**config.mk**
```make
export PLATFORM = sky130hd
export DESIGN_NAME = dv_cell
export DESIGN_NICKNAME = d
export VERILOG_FILES = /design/src/sv/dv_pkg.sv /design/src/sv/dv_cell.sv
export SDC_FILE = /design/constraint.sdc
export NUM_CORES = 1
export LEC_CHECK = 0
export BUFFER_PORTS_ARGS = -buffer_cell sky130_fd_sc_hd__clkbuf_2
export CAP_MARGIN = 20
export CORE_AREA = 2 2 205 207
export CTS_CLUSTER_SIZE = 8
export DETAILED_ROUTE_END_ITERATION = 7
export DIE_AREA = 0 0 207 209
export PLACE_DENSITY = 0.68
export REMOVE_ABC_BUFFERS = 1
export SLEW_MARGIN = 10
export SYNTH_ARGS = -nofsm -noshare
export SYNTH_HDL_FRONTEND = slang
export SYNTH_SLANG_ARGS = --single-unit
```
**constraint.sdc**
```tcl
create_clock -name clk -period 0.8 [get_ports clk]
set_input_delay 0.08 -clock clk [delete_from_list [all_inputs] [get_ports clk]]
set_output_delay 0.08 -clock clk [all_outputs]
set_load 0.02 [all_outputs]
```
**src/sv/dv_pkg.sv**
```systemverilog
package dv_pkg;

    // Width of the payload fields on the channels.
    localparam int unsigned FIELD_WIDTH = 64;

    // Request type codes.
    localparam logic REQ_UNSIGNED = 1'b0;
    localparam logic REQ_SIGNED   = 1'b1;

    // Control carried alongside the data through every pipeline stage.
    typedef struct packed {
        logic valid;
        logic q_neg;
        logic r_neg;
    } dv_ctl_t;

endpackage

```
**src/sv/dv_cell.sv**
```systemverilog
module dv_cell #(
    parameter int unsigned W = 64
) (
    input  logic            clk,
    input  logic            rst_n,
    input  logic            en,
    input  dv_pkg::dv_ctl_t ctl_in,
    input  logic [W-1:0]    r_in,
    input  logic [W-1:0]    n_in,
    input  logic [W-1:0]    q_in,
    input  logic [W-1:0]    d_in,
    output dv_pkg::dv_ctl_t ctl_out,
    output logic [W-1:0]    r_out,
    output logic [W-1:0]    n_out,
    output logic [W-1:0]    q_out,
    output logic [W-1:0]    d_out
);
    import dv_pkg::*;

    logic [W:0]   shifted;
    logic [W:0]   diff;
    logic         take;
    dv_ctl_t      ctl_reg;
    logic [W-1:0] r_reg;
    logic [W-1:0] r_next;
    logic [W-1:0] n_reg;
    logic [W-1:0] n_next;
    logic [W-1:0] q_reg;
    logic [W-1:0] q_next;
    logic [W-1:0] d_reg;

    // The partial remainder keeps a carry bit, so the compare is one bit wider.
    assign shifted = {r_in, n_in[W-1]};
    assign diff    = shifted - {1'b0, d_in};
    assign take    = (shifted >= {1'b0, d_in});

    always_comb
    begin
        r_next = take ? diff[W-1:0] : shifted[W-1:0];
        n_next = {n_in[W-2:0], 1'b0};
        q_next = {q_in[W-2:0], take};
    end

    always_ff @(posedge clk or negedge rst_n)
    begin
        if (!rst_n)
        begin
            ctl_reg <= '0;
        end
        else if (en)
        begin
            ctl_reg <= ctl_in;
        end
    end

    always_ff @(posedge clk)
    begin
        if (en)
        begin
            r_reg <= r_next;
            n_reg <= n_next;
            q_reg <= q_next;
            d_reg <= d_in;
        end
    end

    assign ctl_out = ctl_reg;
    assign r_out   = r_reg;
    assign n_out   = n_reg;
    assign q_out   = q_reg;
    assign d_out   = d_reg;

endmodule

```
==> run metrics <==
outcome=complete, but fails checks; failing checks=setup timing; Distinct cells, synth=68; Post-Syn Area per Cell=12.1 sq um; final hold viol count=0; power per cell area=1890 mW/mm^2; final WL=59300 microns; Setup Skew=0 ns; Peak VDD IR=1.54 mV; origin of the worst min-delay path=d_in[0]; Crit. End Element=register; Syn-to-layout area delta=98.5%; I/O pin total=521; Fmax=0.376 GHz; EDFF count, synth=255; GR Util All Layers=23.5%; share of cells above drive strength 1=51.2%; CP Max Fanout=4; required time of the critical path=1.08 ns; #FFs+latches synth=258; Yosys Warn Count=0; largest net degree at the start of global routing=40; site row count=75; placed insts=2336; CTS buffer count=38; Starting Density=30.2%; Tightest Hold Check Type=input port to register; register area share after synthesis=61.9%; DR pass1 iterations=5; Layout Nets=2473; Setup TNS Final=-199.17 ns; mean number of vias per cell=4.94; final setup vio count=324; Max Buffers Root-to-Sink=3; post-synthesis instance area=0.0125 sq mm; Slew Limit Fails=0; CP max stage cell=or3_4; worst reg-to-reg setup slack=-0.11 ns; Reg2Reg Depth=2; RSZ-0062 raised after global routing=true; CTS tree=done; CP cell instances=buf_8 -> inv_4 -> ha_4 -> fa_2 -> and2b_1 -> o31a_1 -> a21boi_4 -> or3_4 -> a211oi_4 -> o21ai_4 -> a211oi_2 -> and3b_2 -> o21ai_2 -> xnor2_1 -> o21ai_1; hold endpoint=r_out[0]; core area=0.0413 sq mm; ys async rst share=1.16%; kind of cell adding the most delay to the critical path=compound AO/OA/AOI/OAI gates; most common flop cell mapped by yosys=edfxtp_1; root buffer cell=clkbuf_16; critical path launch point type=input port; fillcell total=3033; area of the multi-input gates=0.00546 sq mm; CP peak stage delay=0.39 ns; via count=13334; residual DRC count=0; measured slew at the worst slew-check pin=0.517 ns; GP Congestion=0.839; setup ws final=-1.86 ns; die height=209 microns; Congestion Overflow GR=0; first-pass GRT wire length=78200 microns; DPL Wire Length=35100 microns; r2r startpoint=ctl_out[0]; die area=0.0433 sq mm; initial antenna violation count=7; Setup CP Type=input port to register; final period utilization=333%; MaxCap Viol Count=0; port bufs=518; Pleak=0.0110 uW; CP arrival=2.94 ns; clk_lat worst skew=0.53 ns; Syn Inst Count=1029; average wire per standard cell=22.0 microns; Finished Layout Cells=2701; Die Span X=207 microns; Reg area=0.00773 sq mm; Final min period=2.66 ns; hold depth=3; Antenna Nets Post-Route=0; iteration-0 DRC count of the detailed router=882; reg-to-reg endpoint=ctl_out[0]; clock sink count=258; H-tree depth=2; Clock transition at path regs=0.05 ns; buffers and inverters on the worst path=2; slew margin rel.=65.2%; vias in the first global route=13568
[cell type report]
cell class | instances | share of cell area, %
diodes | 4 | 0.0404
clock inverters | 4 | 0.167
flip-flops and latches | 258 | 31.2
repair buffers | 1111 | 38.4
inverters | 83 | 1.34
multi-input cells | 654 | 22.0
clock buffers | 48 | 4.07
well taps | 539 | 2.72
[sequential cells by signal, summed over array words and instances, names as in the netlist]
register and flops:
d_out 64, r_out 64, ctl_out 3, n_out 63, q_out 64
[worst register-to-register path, cell delays in order, from the launching register on]
cell	delay, ns
dfrtp_1	0.39
buf_4	0.14
mux2_2	0.25
[cells in the mapped netlist, types with 9 or more instances]
| library cell | n | area share, % |
|---|---|---|
| nand3_1 | 14 | 0.56 |
| o21bai_1 | 9 | 0.54 |
| a21oi_1 | 81 | 3.2 |
| nand2_1 | 112 | 3.4 |
| ha_1 | 64 | 6.4 |
| clkbuf_1 | 14 | 0.42 |
| a21o_1 | 28 | 1.7 |
| xnor2_1 | 36 | 2.5 |
| nand4_1 | 20 | 1.0 |
| o21a_1 | 13 | 0.78 |
| xor2_1 | 21 | 1.5 |
| o21ai_0 | 97 | 3.9 |
| or3_1 | 9 | 0.45 |
| inv_1 | 83 | 2.5 |
| nor3_1 | 9 | 0.36 |
| buf_2 | 14 | 0.56 |
| nor2_1 | 37 | 1.1 |
| nand2b_1 | 9 | 0.45 |
| edfxtp_1 | 255 | 61 |
[stage by stage]
stage	area [sq um]	utilization [%]	worst slack, ns	power [uW]	hold WS [ns]
3_5_place_dp	17800	43.2	-2.65	27100	-0.119
5_1_grt	24800	60.0	-1.97	48300	0.0157
4_1_cts	22600	54.8	-1.85	43900	0.00255
2_1_floorplan	12300	-	-2.86	22000	-0.216
3_3_place_gp	17800	43.2	-2.52	27000	-0.121
6_report	24800	60.0	-1.86	46800	0.0270
[timing repair]
action,in CTS,in global routing
resized for setup,197,845
buffers inserted,21,20
pin swaps,38,93
hold endpoints to repair,258,1
hold buffers,257,1
endpoints found under the setup margin,323,323
cloned,11,4
[layout by cell type, fill, tap and decap left out, types with 8 or more instances in the layout]
master           n
buf_4          291
dlygate4sd3_1  258
edfxtp_1       255
clkbuf_2       247
buf_6          190
buf_2           69
a21oi_1         68
inv_1           64
nand2_1         58
clkbuf_16       43
o21ai_2         42
nand2_4         42
ha_1            40
o21ai_0         35
nor2_1          34
xnor2_1         34
a21o_1          28
o21ai_1         24
ha_4            24
nand4_1         20
xor2_1          20
buf_8           15
buf_12          14
inv_2           13
nand3_1         13
o21a_1          13
nand2_2         13
clkbuf_8        13
a21oi_2         10
clkbuf_1         9
buf_16           9
nand2b_1         8
o21bai_1         8
[cell families (layout without fill, tap and decap cells)]
group / count (synthesis) / in the layout / synth area share, %
AOI/OAI and AO/OA: 287 / 287 / 14.0
adders and majority gates: 65 / 65 / 6.57
muxes: 7 / 7 / 0.721
buffers and inverters: 117 / 1246 / 3.89
DFF: 258 / 258 / 61.9
and+or+nand+nor: 237 / 237 / 8.84
other: 1 / 5 / 0.0300
xor gates and xnor gates: 57 / 57 / 4.00
[routing by layer]
metal,share of wire [%],GRT usage [%],vias up
li1,-,-,6030
met1,36,26.5,6453
met2,53,42.7,685
met3,6.2,4.61,164
met4,5.2,10.5,2
met5,0.013,0,-
[power breakdown]
| group | internal (uW) | leakage [uW] | switching (uW) |
|---|---|---|---|
| registers | 16500 | 0.00253 | 683 |
| clock network | 8760 | 0.000511 | 6000 |
| logic | 7410 | 0.00801 | 7410 |
[worst max path at each step]
stage / startpoint / end / cells past startpoint
after detailed placement: n_in[63] / r_out[56] / 15
after CTS: n_in[63] / r_out[56] / 15
after floorplan: d_in[3] / r_out[52] / 12
final: n_in[63] / r_out[56] / 15
after global placement: n_in[63] / r_out[58] / 15
after global routing: n_in[63] / r_out[56] / 15
(Power assumes the default switching activity.)
