[src/sv/dv_pkg.sv]
package dv_pkg;

    // Width of the payload fields on the channels.
    localparam int unsigned FIELD_WIDTH = 64;

    // Request type codes.
    localparam logic REQ_UNSIGNED = 1'b0;
    localparam logic REQ_SIGNED   = 1'b1;

    // Control carried alongside the data through every pipeline stage.
    typedef struct packed {
        logic valid;
        logic q_neg;
        logic r_neg;
    } dv_ctl_t;

endpackage

[src/sv/dv_prep.sv]
module dv_prep #(
    parameter int unsigned W = 64
) (
    input  logic                          clk,
    input  logic                          rst_n,
    input  logic                          en,
    input  logic                          in_valid,
    input  logic                          req_type,
    input  logic [dv_pkg::FIELD_WIDTH-1:0] dividend,
    input  logic [dv_pkg::FIELD_WIDTH-1:0] divisor,
    output dv_pkg::dv_ctl_t               ctl_out,
    output logic [W-1:0]                  n_out,
    output logic [W-1:0]                  d_out
);
    import dv_pkg::*;

    logic [W-1:0] n_raw;
    logic [W-1:0] d_raw;
    logic         n_neg;
    logic         d_neg;
    dv_ctl_t      ctl_reg;
    dv_ctl_t      ctl_next;
    logic [W-1:0] n_reg;
    logic [W-1:0] n_next;
    logic [W-1:0] d_reg;
    logic [W-1:0] d_next;

    assign n_raw = dividend[W-1:0];
    assign d_raw = divisor[W-1:0];
    assign n_neg = (req_type == REQ_SIGNED) && n_raw[W-1];
    assign d_neg = (req_type == REQ_SIGNED) && d_raw[W-1];

    // The most negative value negates to itself, which read unsigned is its magnitude.
    always_comb
    begin
        ctl_next.valid = in_valid;
        ctl_next.q_neg = n_neg ^ d_neg;
        ctl_next.r_neg = n_neg;
        n_next         = n_neg ? (~n_raw + W'(1)) : n_raw;
        d_next         = d_neg ? (~d_raw + W'(1)) : d_raw;
    end

    always_ff @(posedge clk or negedge rst_n)
    begin
        if (!rst_n)
        begin
            ctl_reg <= '0;
        end
        else if (en)
        begin
            ctl_reg <= ctl_next;
        end
    end

    always_ff @(posedge clk)
    begin
        if (en)
        begin
            n_reg <= n_next;
            d_reg <= d_next;
        end
    end

    assign ctl_out = ctl_reg;
    assign n_out   = n_reg;
    assign d_out   = d_reg;

endmodule

[config.mk]
export PLATFORM = sky130hd
export DESIGN_NAME = dv_prep
export DESIGN_NICKNAME = d
export VERILOG_FILES = /design/src/sv/dv_pkg.sv /design/src/sv/dv_prep.sv
export SDC_FILE = /design/constraint.sdc
export NUM_CORES = 1
export LEC_CHECK = 0
export BUFFER_PORTS_ARGS = -buffer_cell sky130_fd_sc_hd__buf_4
export CAP_MARGIN = 10
export CORE_ASPECT_RATIO = 1.2
export CORE_MARGIN = 2
export CORE_UTILIZATION = 45
export DETAILED_ROUTE_END_ITERATION = 10
export PLACE_DENSITY = 0.71
export SYNTH_ARGS = -nofsm -noshare
export SYNTH_HDL_FRONTEND = slang
export SYNTH_SLANG_ARGS = --single-unit
[constraint.sdc]
create_clock -name clk -period 1.2 [get_ports clk]
set_clock_uncertainty 0.15 [all_clocks]
set_input_delay 0.06 -clock clk [delete_from_list [all_inputs] [get_ports clk]]
set_output_delay 0.06 -clock clk [all_outputs]
set_load 0.03 [all_outputs]
==> reports/metrics.csv, run 1 <==
stage,metric,value,unit
run_status,Halt Stage,global routing,
yosys,yosys warns,0,
yosys,Synth top area share,0.556,
yosys,ranking of synthesized cells by area,"edfxtp_1 56%, xor2_1 8.5%, xnor2_1 7.1%",
yosys,Mapped Nets,716,
yosys,most frequently used flop master after synthesis,edfxtp_1,
place,dpl hpwl,17700,um
place,DP Worst Slack,-1.52,ns
place,PortBufs,263,
die,FP Rows,49,
clocking,clock sink count,131,
yosys,sequential cell area fraction in the yosys report,0.566,
yosys,Async SR Flop Fraction,0.0229,
yosys,Post-synth EDFFs,128,
die,Ports,264,
yosys,#FFs+latches synth,131,
die,initial core utilization,0.461,
clocking,H-Tree Depth,4,
grt,largest net degree at the start of global routing,50,
run_status,Error,"[ERROR DPL-0038] Utilization greater than 100%, impossible to legalize",
yosys,Synth Instances,581,
die,die width,117,um
yosys,mean post-synth cell area,11.9,um^2
clocking,CTS buffer count,17,
yosys,post-synthesis cell area,6920,um^2
sta,WEP type,register input,
yosys,post-synth top area cell,edfxtp_1,
yosys,Netlist cell types,43,
place,placer congestion estimate,0.872,
die,die extent in y,140,um
sta,grt repair worst endpoint,n_out[57]$_DFFE_PP_/D,
run_status,outcome,aborted with a tool error,
clocking,CTS root buffer,clkbuf_16,
clocking,Max Buffers Root-to-Sink,2,
==> synth_stat cells, types with 2 or more instances <==
cell and count:
inv_1 13, ha_1 2, nand2b_1 6, nor2_1 42
and3b_1 2, a41oi_1 6, o31ai_2 3, nand4b_1 2
nand2_1 21, nor3_1 22, or2_2 5, and4_1 2
nand3b_1 2, o21ai_0 16, clkbuf_1 15, edfxtp_1 128
a21oi_1 33, o31ai_1 14, o41ai_1 9, and2_0 2
or3_1 8, buf_6 2, nand3_1 8, mux2_2 2
or4_1 11, xor2_1 67, or4_4 2, buf_1 3
nor4_1 34, nand4_1 4, a31oi_1 23, dfrtp_1 3
nor4b_1 2, xnor2_1 56, and2_1 2, o31ai_4 2
==> timing repair <==
item,4_1_cts
hold buffers,130
gates resized for setup,172
endpoints found under the hold margin,132
endpoints found under the setup margin,129
pin swaps,50
gates cloned,3
setup buffers,23
==> cell families after synthesis <==
logic type / count (synthesis) / share of synthesized area
adder cells (fa/ha/maj): 2 / 0.00362
multiplexers: 2 / 0.00325
XOR/XNOR: 123 / 0.156
flip-flops: 131 / 0.566
buffers and inverters: 34 / 0.0208
AO/OA/AOI/OAI: 108 / 0.107
AND/OR/NAND/NOR: 181 / 0.143
==> per-stage QoR <==
stage | utilization | cells | cell area [um^2] | TNS (ns) | hold WS [ns]
CTS | 0.956 | 1418 | 14400 | -54.87 | -0.0809
detailed placement | 0.760 | 1236 | 11400 | -110.09 | -0.298
global placement | 0.760 | 1236 | 11400 | -107.19 | -0.300
floorplan | - | 581 | 7610 | -78.23 | -0.386
==> run 2: changes to the inputs <==
--- a/config.mk
+++ b/config.mk
@@ -7,11 +7,10 @@
 export LEC_CHECK = 0
 export BUFFER_PORTS_ARGS = -buffer_cell sky130_fd_sc_hd__buf_4
 export CAP_MARGIN = 10
-export CORE_ASPECT_RATIO = 1.2
 export CORE_MARGIN = 2
-export CORE_UTILIZATION = 45
+export CORE_UTILIZATION = 30
 export DETAILED_ROUTE_END_ITERATION = 10
-export PLACE_DENSITY = 0.71
+export PLACE_DENSITY_LB_ADDON = 0.15
 export SYNTH_ARGS = -nofsm -noshare
 export SYNTH_HDL_FRONTEND = slang
 export SYNTH_SLANG_ARGS = --single-unit
==> reports/metrics.csv, run 2 <==
stage,metric,value,unit,change
critical_path,RR Startpoint,ctl_out[0]$_DFFE_PN0P_,,
route,Initial DRT Pass Iterations,4,,
yosys,xor-xnor portion of the synthesized cell area,0.156,,unchanged
route,final wirelength,27500,um,
yosys,Async SR Flop Fraction,0.0229,,unchanged
place,placer congestion estimate,0.844,,-3.2%
power,Peak VDD IR,0.768,mV,
yosys,Netlist cell types,43,,unchanged
power,Static Leak,6.39,nW,
job,max-cap violations,0,,
die,die area,24300,um^2,
sta,setup TNS,-57.89,ns,
layout,most frequent cells in the layout,"336 x buf_4, 173 x buf_6, 129 x dlygate4sd3_1",,
route,vias post-DR,7500,,
layout,layout cells sized above 1,0.590,,
die,die extent in y,156,um,+11%
sta,hold slack,-0.153,ns,
grt,vias in the first global route,7943,,
clocking,CTS buffer count,17,,unchanged
yosys,post-synthesis adder-cell area fraction,0.00362,,unchanged
sta,crit share post-route,1.81,,
critical_path,"Max FO, Critical Path",9,,
power,clock network power share,0.346,,
yosys,Post-synth EDFFs,128,,unchanged
layout,Fillers,1522,,
grt,antenna violations before repair,0,,
die,initial core utilization,0.306,,-0.155
critical_path,CP Data Required Time,1.22,ns,
critical_path,Critical Path AT,2.20,ns,
layout,nets@finish,1379,,
power,Flop pwr share,0.367,,
yosys,post-synthesis mux area share,0.00325,,unchanged
clocking,clock sink count,131,,unchanged
route,post-route ant nets,0,,
layout,P&R area growth vs syn,125,%,
sta,worst slew pin tran,0.576,ns,
power,Power per Cell Area,1020,nW/um^2,
critical_path,startpoint types,primary input,,
yosys,top-count cell post-synth,edfxtp_1,,
sta,f_max,459,MHz,
critical_path,Worst Setup SP,dividend[28],,
yosys,Mapped Nets,716,,unchanged
die,FP Rows,55,,+12%
critical_path,r2r endpoint,ctl_out[0]$_DFFE_PN0P_,,
layout,"commonest non-fill, non-tap cell in the layout",buf_4,,
sta,Final setup viols,119,,
route,Initial DRC Count,265,,
route,wire per inst,17.8,um,
yosys,Synth Instances,581,,unchanged
yosys,Synth top area share,0.556,,unchanged
power,sw frac,0.286,,
yosys,simple-gate share of the synthesized area,0.143,,unchanged
sta,"Slew Viols, Final",0,,
run_status,outcome,"finished, violations left",,
place,placed cell areas,11600,um^2,+1.6%
clocking,Clock transition at path regs,0.06,ns,
yosys,main combinational cell family by area after synthesis,XOR/XNOR gates,,
power,Gate power share,0.286,,
power,total power,0.0160,W,
grt,first-pass GRT wire length,41300,um,
die,die width,156,um,+33%
sta,Final Hold Viols,13,,
critical_path,Setup crit end,n_out[55]$_DFFE_PP_,,
power,Cell Int Power,0.0114,W,
grt,GRT Residual Overflow,0,,
critical_path,WS Path Type,primary input to flop,,
yosys,ranking of synthesized cells by area,"edfxtp_1 56%, xor2_1 8.5%, xnor2_1 7.1%",,
critical_path,r2r setup slk,0.27,ns,
die,Ports,264,,unchanged
sta,Slew Limit Headroom,0.614,,
run_status,failing checks,"negative hold slack, negative setup slack",,
place,dpl hpwl,17900,um,+1.1%
die,core box area,22600,um^2,
layout,n_diodes,0,,
yosys,#FFs+latches synth,131,,unchanged
grt,GRT Total Usage,0.219,,
clocking,clk_lat worst skew,0.41,ns,
yosys,post-synth top area cell,edfxtp_1,,
clocking,TritonCTS clock tree,yes,,
critical_path,worst r2r path cells,1,,
yosys,post-synthesis cell area,6920,um^2,unchanged
critical_path,CP Capture Type,flop,,
yosys,sequential cell area fraction in the yosys report,0.566,,unchanged
clocking,Max Buffers Root-to-Sink,2,,unchanged
sta,post-layout min period,2.18,ns,
yosys,most frequently used flop master after synthesis,edfxtp_1,,
yosys,"top cells by count, synth","128 x edfxtp_1, 67 x xor2_1, 56 x xnor2_1",,
layout,Finished Cell Area,15600,um^2,
route,Residual DRC,0,,
place,PortBufs,263,,unchanged
clocking,H-Tree Depth,4,,unchanged
yosys,mean post-synth cell area,11.9,um^2,unchanged
place,DP Worst Slack,-1.53,ns,-0.00709 ns
sta,RSZ-0062 raised after global routing,yes,,
yosys,Synth Area in Compound Gates,0.107,,unchanged
grt,largest net degree at the start of global routing,50,,
power,Net Sw Power,0.00457,W,
route,detail-routed via count per cell,4.86,,
sta,slack of the critical path,-0.977,ns,
clocking,CTS root buffer,clkbuf_16,,
yosys,yosys warns,0,,unchanged
hold_path,Hold Crit Class,primary input to flop,,
-- run 2: cell counts after synthesis --
No cell type changed its count.
-- run 2: repair_timing --
action	CTS	global route
endpoints found under the setup margin	158	239
hold buffers	130	1
endpoints found under the hold margin	139	15
gates cloned	3	2
pin swaps	53	56
gates resized for setup	176	148
setup buffers	27	25
-- run 2: kinds of logic (layout without fill, tap and decap cells) --
| kind of cell | count (synthesis) | in the layout |
|---|---|---|
| AND/OR/NAND/NOR | 181 | 181 |
| flip-flops | 131 | 131 |
| XOR/XNOR | 123 | 123 |
| AO/OA/AOI/OAI | 108 | 108 |
| buffers and inverters | 34 | 710 |
| adder cells (fa/ha/maj) | 2 | 2 |
| multiplexers | 2 | 2 |
-- run 2: metal layers --
layer | GRT usage | vias to the layer above | share of wire
met5 | 0 | - | 0
met4 | 0.0869 | 0 | 0.029
met3 | 0.0431 | 51 | 0.048
met2 | 0.378 | 220 | 0.51
met1 | 0.271 | 3657 | 0.41
li1 | - | 3572 | -
-- run 2: per-stage QoR --
stage / util / hold slack (ns) / cells
after floorplan: - / -0.386 / 581
after global placement: 0.512 / -0.300 / 1327
after detailed placement: 0.512 / -0.298 / 1327
after CTS: 0.648 / -0.133 / 1518
after global routing: 0.688 / -0.132 / 1542
final: 0.688 / -0.153 / 1542
-- run 2: cell type report --
type,instances,area (um^2),share of cell area
Timing Repair Buffer,665,6290,0.404
Sequential cell,131,3920,0.251
Tap cell,285,357,0.0229
Clock inverter,14,186,0.0120
Inverter,13,58.8,0.00377
Multi-Input combinational cell,416,4340,0.279
Clock buffer,18,429,0.0275
-- run 2: how the worst min path moves through the flow --
stage | startpoint | end | slack, ns | cells past startpoint
CTS | divisor[1] | d_out[1]$_DFFE_PP_ | -0.13 | 3
floorplan | rst_n | ctl_out[0]$_DFFE_PN0P_ | -0.39 | 0
detailed placement | rst_n | ctl_out[2]$_DFFE_PN0P_ | -0.30 | 1
global route | en | d_out[14]$_DFFE_PP_ | -0.13 | 1
finish | divisor[1] | d_out[1]$_DFFE_PP_ | -0.15 | 3
global placement | rst_n | ctl_out[2]$_DFFE_PN0P_ | -0.30 | 1
-- run 2: critical path, stage by stage --
cell	delay, ns
buf_4	0.11
or4_4	0.54
or4_4	0.50
or4_4	0.48
buf_12	0.18
o41ai_4	0.22
xnor2_1	0.10
-- run 2: power groups by stage --
stage / Sequential (W) / Combinational [W] / Clock, W
CTS: 0.00582 / 0.00425 / 0.00563
detailed placement: 0.00587 / 0.00365 / 0
global route: 0.00590 / 0.00480 / 0.00583
global placement: 0.00587 / 0.00361 / 0
floorplan: 0.00681 / 0.000686 / 0
finish: 0.00586 / 0.00457 / 0.00553
No activity file was read; power rests on OpenSTA's default activity.
