File: src/sv/dv_pkg.sv
package dv_pkg;

    // Width of the payload fields on the channels.
    localparam int unsigned FIELD_WIDTH = 64;

    // Request type codes.
    localparam logic REQ_UNSIGNED = 1'b0;
    localparam logic REQ_SIGNED   = 1'b1;

    // Control carried alongside the data through every pipeline stage.
    typedef struct packed {
        logic valid;
        logic q_neg;
        logic r_neg;
    } dv_ctl_t;

endpackage

File: src/sv/dv_fix.sv
module dv_fix #(
    parameter int unsigned W = 64
) (
    input  logic            clk,
    input  logic            rst_n,
    input  logic            en,
    input  dv_pkg::dv_ctl_t ctl_in,
    input  logic [W-1:0]    q_in,
    input  logic [W-1:0]    r_in,
    output logic            out_valid,
    output logic [W-1:0]    q_out,
    output logic [W-1:0]    r_out
);
    import dv_pkg::*;

    logic         valid_reg;
    logic [W-1:0] q_reg;
    logic [W-1:0] q_next;
    logic [W-1:0] r_reg;
    logic [W-1:0] r_next;

    always_comb
    begin
        q_next = ctl_in.q_neg ? (~q_in + W'(1)) : q_in;
        r_next = ctl_in.r_neg ? (~r_in + W'(1)) : r_in;
    end

    always_ff @(posedge clk or negedge rst_n)
    begin
        if (!rst_n)
        begin
            valid_reg <= 1'b0;
        end
        else if (en)
        begin
            valid_reg <= ctl_in.valid;
        end
    end

    always_ff @(posedge clk)
    begin
        if (en)
        begin
            q_reg <= q_next;
            r_reg <= r_next;
        end
    end

    assign out_valid = valid_reg;
    assign q_out     = q_reg;
    assign r_out     = r_reg;

endmodule

File: config.mk
export PLATFORM = sky130hd
export DESIGN_NAME = dv_fix
export DESIGN_NICKNAME = d
export VERILOG_FILES = /design/src/sv/dv_pkg.sv /design/src/sv/dv_fix.sv
export SDC_FILE = /design/constraint.sdc
export NUM_CORES = 1
export LEC_CHECK = 0
export ABC_CLOCK_PERIOD_IN_PS = 900
export BUFFER_PORTS_ARGS = -buffer_cell sky130_fd_sc_hd__buf_2
export CAP_MARGIN = 20
export CORE_MARGIN = 8
export CORE_UTILIZATION = 50
export DETAILED_ROUTE_END_ITERATION = 12
export PLACE_DENSITY = 0.8
export SKIP_CTS_REPAIR_TIMING = 1
export SYNTH_ARGS = -nofsm -noshare
export SYNTH_HDL_FRONTEND = slang
export SYNTH_SLANG_ARGS = --single-unit
File: constraint.sdc
create_clock -name clk -period 0.9 [get_ports clk]
set_clock_uncertainty 0.05 [all_clocks]
set_input_delay 0 -clock clk [delete_from_list [all_inputs] [get_ports clk]]
set_output_delay 0 -clock clk [all_outputs]
set_load 0.03 [all_outputs]
==> flow_metrics.py, run 1 <==
metrics = {
    "cts": {
        "cts_sinks": 129,
        "h-tree-depth": 4,
        "clockBufferDepth": 2,
        "root_buffer": "clkbuf_16",
        "cts_buffers": 17,
    },
    "logic_synthesis": {
        "ys.flop_type": "edfxtp_1",
        "synth-seq-cells": 129,
        "synth_fp_nets": 672,
        "synth_edf_count": 128,
        "yosysMostFrequentCell": "edfxtp_1",
        "synthTopCellsByCount": "edfxtp_1, xnor2_1, o21ai_0, o31ai_1, nand2_1",
        "synthCells": 536,
        "yosysUniqueCellTypes": 41,
        "yosys.area.top_type_share_pct": 56.3,
        "avgSynthCellArea_um2": 12.7,
        "syn_area_um2": 6830,
        "synth_top_area_cell": "edfxtp_1",
        "async_reset_ff_share_pct": 0.775,
        "synth_seq_area_share_pct": 56.7,
        "yosys_warnings": 0,
        "ys_top_cells_by_area": "edfxtp_1, xnor2_1, o31ai_1",
    },
    "sta": {
        "timing.grt.repair.worst_endpoint": "q_out[54]$_DFFE_PP_/D",
        "worst_endpoint_kind": "sequential cell input",
    },
    "placement": {
        "placedInstanceArea_um2": 10900,
        "io_buffers": 262,
        "routabilityCongestion": 0.876,
        "dp.final_hpwl_um": 19200,
    },
    "run_status": {
        "firstError": "[ERROR DPL-0038] Utilization greater than 100%, impossible to legalize",
        "status": "stopped before the end",
        "stop_stage": "global routing (5_1_grt)",
    },
    "floorplan": {
        "die_h_um": 133,
        "top_level_ports": 263,
        "initial_core_util_pct": 51.3,
        "dieWidth_um": 133,
        "rows": 42,
    },
    "global_routing": {
        "grt_max_degree": 41,
    },
}
-- per-stage QoR --
stage          cells  setup TNS, ns  util [%]  setup WS, ns
2_1_floorplan    536         -99.50         -         -1.18
3_3_place_gp    1172        -122.79      81.7         -1.29
3_5_place_dp    1172        -128.88      81.7         -1.41
4_1_cts         1202         -97.00      85.9         -1.01
-- logic make-up after synthesis --
family | synth area share [%]
simple gates | 13.0
fa+ha+maj | 0.367
buf+inv | 1.80
xor+xnor | 15.8
compound gates | 12.2
mux | 0.165
flops | 56.7
==> run 2, diff against run 1 <==
--- a/config.mk
+++ b/config.mk
@@ -9,9 +9,9 @@
 export BUFFER_PORTS_ARGS = -buffer_cell sky130_fd_sc_hd__buf_2
 export CAP_MARGIN = 20
 export CORE_MARGIN = 8
-export CORE_UTILIZATION = 50
+export CORE_UTILIZATION = 40
 export DETAILED_ROUTE_END_ITERATION = 12
-export PLACE_DENSITY = 0.8
+export PLACE_DENSITY_LB_ADDON = 0.15
 export SKIP_CTS_REPAIR_TIMING = 1
 export SYNTH_ARGS = -nofsm -noshare
 export SYNTH_HDL_FRONTEND = slang
==> run 2 against run 1 <==
  * The flow now finishes, with violations (hold timing, setup timing)
  * Synthesized cell count is the same
  * Area after synthesis did not move
==> flow_metrics.py, run 2 <==
metrics = {
    "floorplan": {
        "initial_core_util_pct": 41.0,
        "core_area_um2": 16600,
        "rows": 47,
        "dieWidth_um": 147,
        "die_h_um": 147,
        "top_level_ports": 263,
        "die_area_um2": 21500,
    },
    "global_routing": {
        "top_usage_layer": "met2",
        "grt_pass1_vias": 7176,
        "grt_max_degree": 37,
        "grt_pass1_wl_um": 36700,
        "antenna_found_initial": 1,
        "grtUsageTotal_pct": 21.2,
        "grtUsageMet3_pct": 6.64,
        "met1_usage_pct": 23.4,
        "gr-total-overflow": 0,
        "met2_usage_pct": 38.1,
    },
    "layout": {
        "final_cell_mix": "buf_4, buf_6, edfxtp_1",
        "stdcell_count": 1400,
        "syn2layout_area_growth_pct": 118,
        "final_common_cell": "buf_4",
        "layout.nets": 1301,
        "nFillCells": 650,
        "fin_util_pct": 89.4,
        "drive_above_1_share_pct": 64.2,
    },
    "routing": {
        "finalWirelength_um": 34000,
        "firstDrtPassIters": 5,
        "vias": 7718,
        "final_antenna_net_count": 0,
        "drc": 0,
        "vias_per_cell": 5.51,
        "detail_route.wl_per_cell_um": 24.3,
        "drtIter0Drc": 529,
    },
    "logic_synthesis": {
        "syn_area_um2": 6830,
        "yosysUniqueCellTypes": 41,
        "synthXorXnorAreaFrac_pct": 15.8,
        "async_reset_ff_share_pct": 0.775,
        "ys_top_cells_by_area": "edfxtp_1, xnor2_1, o31ai_1",
        "synth_top_family_by_area": "XOR/XNOR gates",
        "synth_fp_nets": 672,
        "yosys_warnings": 0,
        "ys.flop_type": "edfxtp_1",
        "synth_seq_area_share_pct": 56.7,
        "synth-compound-area-share_pct": 12.2,
        "synth_edf_count": 128,
        "synthTopCellsByCount": "edfxtp_1, xnor2_1, o21ai_0, o31ai_1, nand2_1",
        "avgSynthCellArea_um2": 12.7,
        "synthAdderAreaFrac_pct": 0.367,
        "yosysMostFrequentCell": "edfxtp_1",
        "synth_top_area_cell": "edfxtp_1",
        "yosys.area.top_type_share_pct": 56.3,
        "yosys.area_share.simple_pct": 13.0,
        "synth-seq-cells": 129,
        "synthMuxAreaShare_pct": 0.165,
        "synthCells": 536,
    },
    "worst_setup_path": {
        "path_delay_family": "simple AND/OR/NAND/NOR gates",
        "arrival_ns": 2.06,
        "worstSetupEndpointType": "flop",
        "slowest_stage": "or4_4",
        "cp.required_ns": 0.99,
        "startpoint_type": "input pin",
        "critical_path_class": "in2reg",
        "worstPathCellList": "buf_6 > or4_4 > buf_4 > nor4_4 > buf_4 > nand4_1 > o41ai_2 > xnor2_1",
        "cp_max_fo": 3,
        "max_stage_delay_ns": 0.53,
        "crit_top_cell": "buf_4",
        "crit_buf_inv": 3,
    },
    "sta": {
        "whs_ns": -0.0689,
        "setup_ws_ns": -1.06,
        "slew_violations": 0,
        "finalSetupViolCount": 250,
        "slew_headroom_pct": 62.0,
        "hold_viol_final": 2,
        "min_period_ns": 1.96,
        "max_freq_mhz": 510,
        "worst-slew-pin-transition_ns": 0.564,
        "rsz0062_at_grt": "yes",
        "period_share_pct": 218,
    },
    "run_status": {
        "violations": "hold timing, setup timing",
        "status": "finished, violations left",
    },
    "cts": {
        "cts_buffers": 17,
        "cts_tree": "built",
        "path_clk_slew_ns": 0.06,
        "root_buffer": "clkbuf_16",
        "h-tree-depth": 4,
        "cts_sinks": 129,
        "clk_latency_ns": 0.41,
        "clockBufferDepth": 2,
    },
    "power_and_ir_drop": {
        "pwr-share-clk_pct": 32.2,
        "total_power_mw": 20.5,
        "intPower_mw": 14.1,
        "ir_drop_uv": 1350,
        "powerDensity_nw_per_um2": 1380,
        "swShare_pct": 31.2,
        "leakagePower_nw": 6.07,
        "pwr-share-comb_pct": 29.8,
        "power_switching_mw": 6.39,
        "p_seq_share_pct": 38.0,
    },
    "placement": {
        "io_buffers": 262,
        "routabilityCongestion": 0.838,
        "dp.final_hpwl_um": 18400,
        "place_inst": 1217,
    },
    "job": {
        "max_cap_viol_count": 0,
    },
    "min_path": {
        "holdCritPathClass": "in2reg",
    },
}
==> run 2: cell counts after synthesis <==
Identical to the previous run, type by type.
==> run 2: metal layers <==
layer	up-vias	share of wire, %
met5	-	0
met4	0	3.4
met3	96	6.6
met2	424	54
met1	3812	36
li1	3386	-
==> run 2: path summary, 6_finish.rpt <==
check | slack (ns) | from | cells after the start | end
min in group asynchronous | 0.36 | rst_n | 3 | out_valid
min | -0.07 | r_in[1] | 3 | r_out[1]
max in group asynchronous | 0.32 | rst_n | 3 | out_valid
max reg2reg | 0.07 | out_valid | 1 | out_valid
min reg2reg | 0.49 | out_valid | 1 | out_valid
max | -1.06 | q_in[30] | 8 | q_out[63]
==> run 2: per-stage QoR <==
stage          hold slack [ns]  cell area [um^2]  worst slack, ns  setup TNS [ns]
6_report               -0.0689             14900            -1.06          -97.24
5_1_grt                -0.0932             14900            -1.15         -104.16
4_1_cts                 -0.723             11400           -0.934          -91.99
3_5_place_dp            -0.273             10900            -1.36         -126.65
3_3_place_gp            -0.276             10900            -1.33         -124.36
2_1_floorplan           -0.346              7710            -1.18          -99.50
==> run 2: power groups by stage <==
stage                     sequential [mW]  clock [mW]  combinational [mW]
after floorplan                      8.98           0                1.03
after global placement               7.68           0                4.35
after detailed placement             7.69           0                4.44
after CTS                            7.58        6.53                4.46
after global routing                 7.81        6.81                6.34
final                                7.78        6.59                6.10
==> run 2: final cells by class <==
class	instances	area (um^2)	area share, %
Clock inverter	15	120	0.808
Clock buffer	17	425	2.86
Multi-Input combinational cell	380	4490	30.2
Sequential cell	129	3870	26.0
Timing Repair Buffer	631	5630	37.9
Inverter	6	55.1	0.370
Tap cell	220	275	1.85
Antenna cell	2	5.00	0.0337
==> run 2: cell families (layout without fill, tap and decap cells) <==
| logic type | after synthesis | in the layout |
|---|---|---|
| buf+inv | 27 | 669 |
| mux | 1 | 1 |
| xor+xnor | 123 | 123 |
| other cells | 0 | 2 |
| flops | 129 | 129 |
| fa+ha+maj | 2 | 2 |
| simple gates | 143 | 143 |
| compound gates | 111 | 111 |
No activity file was read; power rests on OpenSTA's default activity.
==> run 3, diff against run 2 <==
--- a/config.mk
+++ b/config.mk
@@ -6,7 +6,7 @@
 export NUM_CORES = 1
 export LEC_CHECK = 0
 export ABC_CLOCK_PERIOD_IN_PS = 900
-export BUFFER_PORTS_ARGS = -buffer_cell sky130_fd_sc_hd__buf_2
+export BUFFER_PORTS_ARGS = -buffer_cell sky130_fd_sc_hd__buf_4
 export CAP_MARGIN = 20
 export CORE_MARGIN = 8
 export CORE_UTILIZATION = 40
==> run 3 against run 2 <==
  * The run still ends with hold timing, setup timing left
  * Critical path depth fell by 1
  * Count of clock-buffer cells in the layout did not move
  * Register-to-register slack got worse by 0.14 ns
  * Critical path type unchanged
  * Power rose by 3.2%
  * Hold slack improved by 0.043 ns
==> flow_metrics.py, run 3 (synthesized netlist as in run 2, its figures left out) <==
metrics = {
    "sta": {
        "slew_headroom_pct": 56.5,
        "hold_viol_final": 3,
        "rsz0062_at_grt": "yes",
        "max_freq_mhz": 531,
        "whs_ns": -0.0261,
        "period_share_pct": 209,
        "worst-slew-pin-transition_ns": 0.651,
        "finalSetupViolCount": 250,
        "setup_ws_ns": -0.984,
        "min_period_ns": 1.88,
        "tns_ns": -96.75,
        "slew_violations": 0,
    },
    "run_status": {
        "status": "finished, violations left",
        "violations": "hold timing, setup timing",
    },
    "placement": {
        "routabilityCongestion": 0.856,
        "dp.final_hpwl_um": 18800,
        "placedInstanceArea_um2": 11600,
        "io_buffers": 262,
        "place_inst": 1216,
        "preCtsSetupSlack_ns": -1.37,
    },
    "power_and_ir_drop": {
        "total_power_mw": 21.1,
        "ir_drop_uv": 1430,
        "powerDensity_nw_per_um2": 1390,
        "leakagePower_nw": 6.14,
    },
    "routing": {
        "vias_per_cell": 5.69,
        "met3_length_um": 3010,
        "firstDrtPassIters": 6,
        "drtIter0Drc": 546,
        "routed.top_layer": "met4",
        "detail_route.wl_per_cell_um": 25.8,
        "final_antenna_net_count": 0,
        "finalWirelength_um": 36300,
        "vias": 7987,
        "dr_wl_met2_um": 19400,
        "wl_met1_um": 12700,
        "drc": 0,
    },
    "worst_setup_path": {
        "critical_path_class": "in2reg",
        "crit_top_cell": "or4_4",
        "startpoint_type": "input pin",
        "worstSetupEndpointType": "flop",
        "arrival_ns": 2.00,
        "crit_buf_inv": 2,
        "r2r_end": "out_valid",
        "startpoint": "q_in[30]",
        "rrSetupSlack_ns": -0.07,
        "cp_max_fo": 7,
        "worstSetupEndpoint": "q_out[52]",
        "max_stage_delay_ns": 0.59,
        "slowest_stage": "or4_4",
        "ff2ff_path_depth": 2,
        "path_delay_family": "simple AND/OR/NAND/NOR gates",
        "path_depth": 7,
        "cp.required_ns": 1.01,
        "r2r-start": "out_valid",
        "worstPathCellList": "buf_6 > or4_4 > or2_4 > or4_4 > buf_4 > o31ai_4 > xnor2_1",
    },
    "cts": {
        "root_buffer": "clkbuf_16",
        "h-tree-depth": 4,
        "cts_tree": "built",
        "cts_buffers": 17,
        "clockBufferDepth": 2,
        "cts_sinks": 129,
        "clk_latency_ns": 0.42,
        "path_clk_slew_ns": 0.06,
    },
    "layout": {
        "nFillCells": 552,
        "final_common_cell": "buf_4",
        "layout.nets": 1307,
        "stdcell_count": 1404,
        "drive_above_1_share_pct": 63.1,
        "final_cell_mix": "buf_4, buf_6, edfxtp_1",
        "diodes": 0,
        "syn2layout_area_growth_pct": 123,
        "design_area_um2": 15200,
        "fin_util_pct": 91.5,
    },
    "global_routing": {
        "grt_max_degree": 46,
        "gr-total-overflow": 0,
        "grt_pass1_vias": 7193,
        "grt_pass1_wl_um": 37200,
        "antenna_found_initial": 0,
        "grtUsageTotal_pct": 21.7,
    },
    "floorplan": {
        "dieWidth_um": 147,
        "die_area_um2": 21500,
        "die_h_um": 147,
        "top_level_ports": 263,
        "rows": 47,
        "initial_core_util_pct": 41.0,
        "core_area_um2": 16600,
    },
    "job": {
        "max_cap_viol_count": 0,
    },
    "min_path": {
        "holdCritPathClass": "in2reg",
    },
}
[run 3: area by class of cell]
type	count	area [um^2]	area share, %
inverter	6	55.1	0.362
tap	220	275	1.81
multi-input combinational	380	4470	29.4
sequential	129	3870	25.4
clock buffer	17	425	2.79
clock inverter	15	145	0.953
timing repair buffer	637	5980	39.3
[run 3: layer usage]
layer / GRT usage [%] / vias up
met3: 5.90 / 92
met4: 8.40 / 0
met5: 0 / -
li1: - / 3395
met1: 23.9 / 3998
met2: 38.8 / 502
[run 3: where the power goes]
part           switching [mW]  total, mW  internal, mW
Sequential              0.400       7.81          7.41
Combinational            3.27       6.38          3.11
Clock                    2.88       6.93          4.05
Total                    6.55       21.1          14.6
[run 3: worst min path at each step]
stage	start	endpoint	slack, ns	cells past startpoint
after global placement	rst_n	out_valid	-0.27	1
after global routing	q_in[1]	q_out[3]	-0.03	3
after floorplan	rst_n	out_valid	-0.35	0
after CTS	rst_n	out_valid	-0.72	1
after detailed placement	rst_n	out_valid	-0.27	1
final	q_in[1]	q_out[3]	-0.03	3
[run 3: worst register-to-register path, delay by kind of cell (launching register included)]
kind	cells	cell delay, ns
buffers and inverters	1	0.13
DFF	1	0.41
muxes	1	0.26
==> run 4, diff against run 3 <==
--- a/config.mk
+++ b/config.mk
@@ -8,8 +8,10 @@
 export ABC_CLOCK_PERIOD_IN_PS = 900
 export BUFFER_PORTS_ARGS = -buffer_cell sky130_fd_sc_hd__buf_4
 export CAP_MARGIN = 20
+export CELL_PAD_IN_SITES_DETAIL_PLACEMENT = 1
+export CELL_PAD_IN_SITES_GLOBAL_PLACEMENT = 2
 export CORE_MARGIN = 8
-export CORE_UTILIZATION = 40
+export CORE_UTILIZATION = 31
 export DETAILED_ROUTE_END_ITERATION = 12
 export PLACE_DENSITY_LB_ADDON = 0.15
 export SKIP_CTS_REPAIR_TIMING = 1
==> run 4 against run 3 <==
  * The run still ends with hold timing, setup timing left
  * Non-clock buffer count is 6 lower
  * Sequential power hardly changed
  * Critical path depth stayed put
  * Sequential cell count stayed put
  * Fmax is 2.0% lower
  * Largest power group unchanged
==> flow_metrics.py, run 4 (synthesized netlist as in run 2, its figures left out) <==
metrics = {
    "run_status": {
        "status": "finished, violations left",
        "violations": "hold timing, setup timing",
    },
    "cts": {
        "cts_sinks": 129,
        "clockBufferDepth": 2,
        "root_buffer": "clkbuf_16",
        "clk_latency_ns": 0.43,
        "cts_buffers": 17,
        "path_clk_slew_ns": 0.07,
        "cts_tree": "built",
        "h-tree-depth": 4,
    },
    "sta": {
        "setup_ws_ns": -1.02,
        "whs_ns": -0.00825,
        "max_freq_mhz": 520,
        "slew_violations": 0,
        "worst-slew-pin-transition_ns": 0.560,
        "slew_headroom_pct": 62.7,
        "period_share_pct": 214,
        "min_period_ns": 1.92,
        "rsz0062_at_grt": "yes",
        "finalSetupViolCount": 256,
        "hold_viol_final": 1,
        "tns_ns": -97.29,
    },
    "worst_setup_path": {
        "startpoint_type": "input pin",
        "rrSetupSlack_ns": 0.04,
        "cp_max_fo": 3,
        "worstSetupEndpointType": "flop",
        "critical_path_class": "in2reg",
        "arrival_ns": 2.04,
        "cp.required_ns": 1.02,
    },
    "floorplan": {
        "die_h_um": 164,
        "dieWidth_um": 164,
        "die_area_um2": 27000,
        "top_level_ports": 263,
        "initial_core_util_pct": 31.5,
        "core_area_um2": 21700,
        "rows": 54,
    },
    "global_routing": {
        "antenna_found_initial": 3,
        "grtUsageTotal_pct": 19.9,
        "grt_pass1_vias": 7498,
        "grt_max_degree": 29,
        "grt_pass1_wl_um": 41400,
        "gr-total-overflow": 0,
    },
    "routing": {
        "drtIter0Drc": 407,
        "finalWirelength_um": 37500,
        "detail_route.wl_per_cell_um": 25.7,
        "firstDrtPassIters": 4,
        "vias_per_cell": 5.19,
        "vias": 7573,
        "final_antenna_net_count": 0,
        "drc": 0,
    },
    "min_path": {
        "holdCritPathClass": "in2reg",
    },
    "job": {
        "max_cap_viol_count": 0,
    },
    "layout": {
        "layout.nets": 1301,
        "nFillCells": 2000,
        "syn2layout_area_growth_pct": 125,
        "stdcell_count": 1460,
        "seq_area_um2": 3870,
        "final_cell_mix": "buf_4, buf_6, edfxtp_1",
        "final_common_cell": "buf_4",
        "drive_above_1_share_pct": 62.7,
        "multi_input_area_um2": 4540,
    },
    "placement": {
        "routabilityCongestion": 0.816,
        "dp.final_hpwl_um": 21500,
        "place_inst": 1281,
        "io_buffers": 262,
        "preCtsSetupSlack_ns": -1.39,
    },
    "power_and_ir_drop": {
        "ir_drop_uv": 1490,
        "leakagePower_nw": 6.17,
        "powerDensity_nw_per_um2": 1400,
        "total_power_mw": 21.5,
    },
}
run 4: changes by cell type in the layout (fill, tap and decap cells not counted), moves of 5 or more:
cell	previous run	this run
nand2_2	13	5
xnor2_2	4	9
buf_6	197	183
dlygate4sd3_1	115	120
nand2_4	7	13
xnor2_1	113	108
run 4: path summary, 6_finish.rpt:
| path | startpoint | end | depth (start not counted) |
|---|---|---|---|
| min in group asynchronous | rst_n | out_valid | 3 |
| hold / removal | q_in[19] | q_out[19] | 3 |
| setup / recovery | q_in[30] | q_out[58] | 7 |
| max in group asynchronous | rst_n | out_valid | 3 |
| setup reg to reg | out_valid | out_valid | 1 |
| hold reg to reg | out_valid | out_valid | 1 |
run 4: metrics by stage:
| step | area (um^2) | utilization (%) |
|---|---|---|
| after detailed placement | 11700 | 54.0 |
| final | 15400 | 70.9 |
| after CTS | 12300 | 56.7 |
| after global placement | 11700 | 54.0 |
| after floorplan | 7710 | - |
| after global routing | 15400 | 70.9 |
run 4: layout make-up:
| cell class | instances | area share (%) |
|---|---|---|
| clock inverter | 14 | 1.08 |
| timing repair buffer | 631 | 38.7 |
| sequential | 129 | 25.2 |
| antenna | 3 | 0.0488 |
| tap | 280 | 2.28 |
| clock buffer | 17 | 2.77 |
| inverter | 6 | 0.358 |
| multi-input combinational | 380 | 29.5 |
run 4: metal layers:
layer  GRT usage (%)  vias up  part of all wire, %
li1                -     3388                    -
met1            23.1     3815                   37
met2            34.7      287                   53
met3            4.84       83                  5.6
met4            8.03        0                  3.9
met5               0        -                    0
run 4: critical path, cell delays in order:
cell,delay (ns)
buf_6,0.09
or4_4,0.59
nor4_4,0.36
nand4_1,0.30
buf_6,0.23
o41ai_4,0.35
xnor2_1,0.12
run 4: report_power, final:
group / leakage, nW / internal, mW / switching [mW] / total, mW
logic: 4.64 / 3.14 / 3.27 / 6.41
clock network: 0.272 / 4.33 / 2.99 / 7.32
registers: 1.26 / 7.41 / 0.383 / 7.79
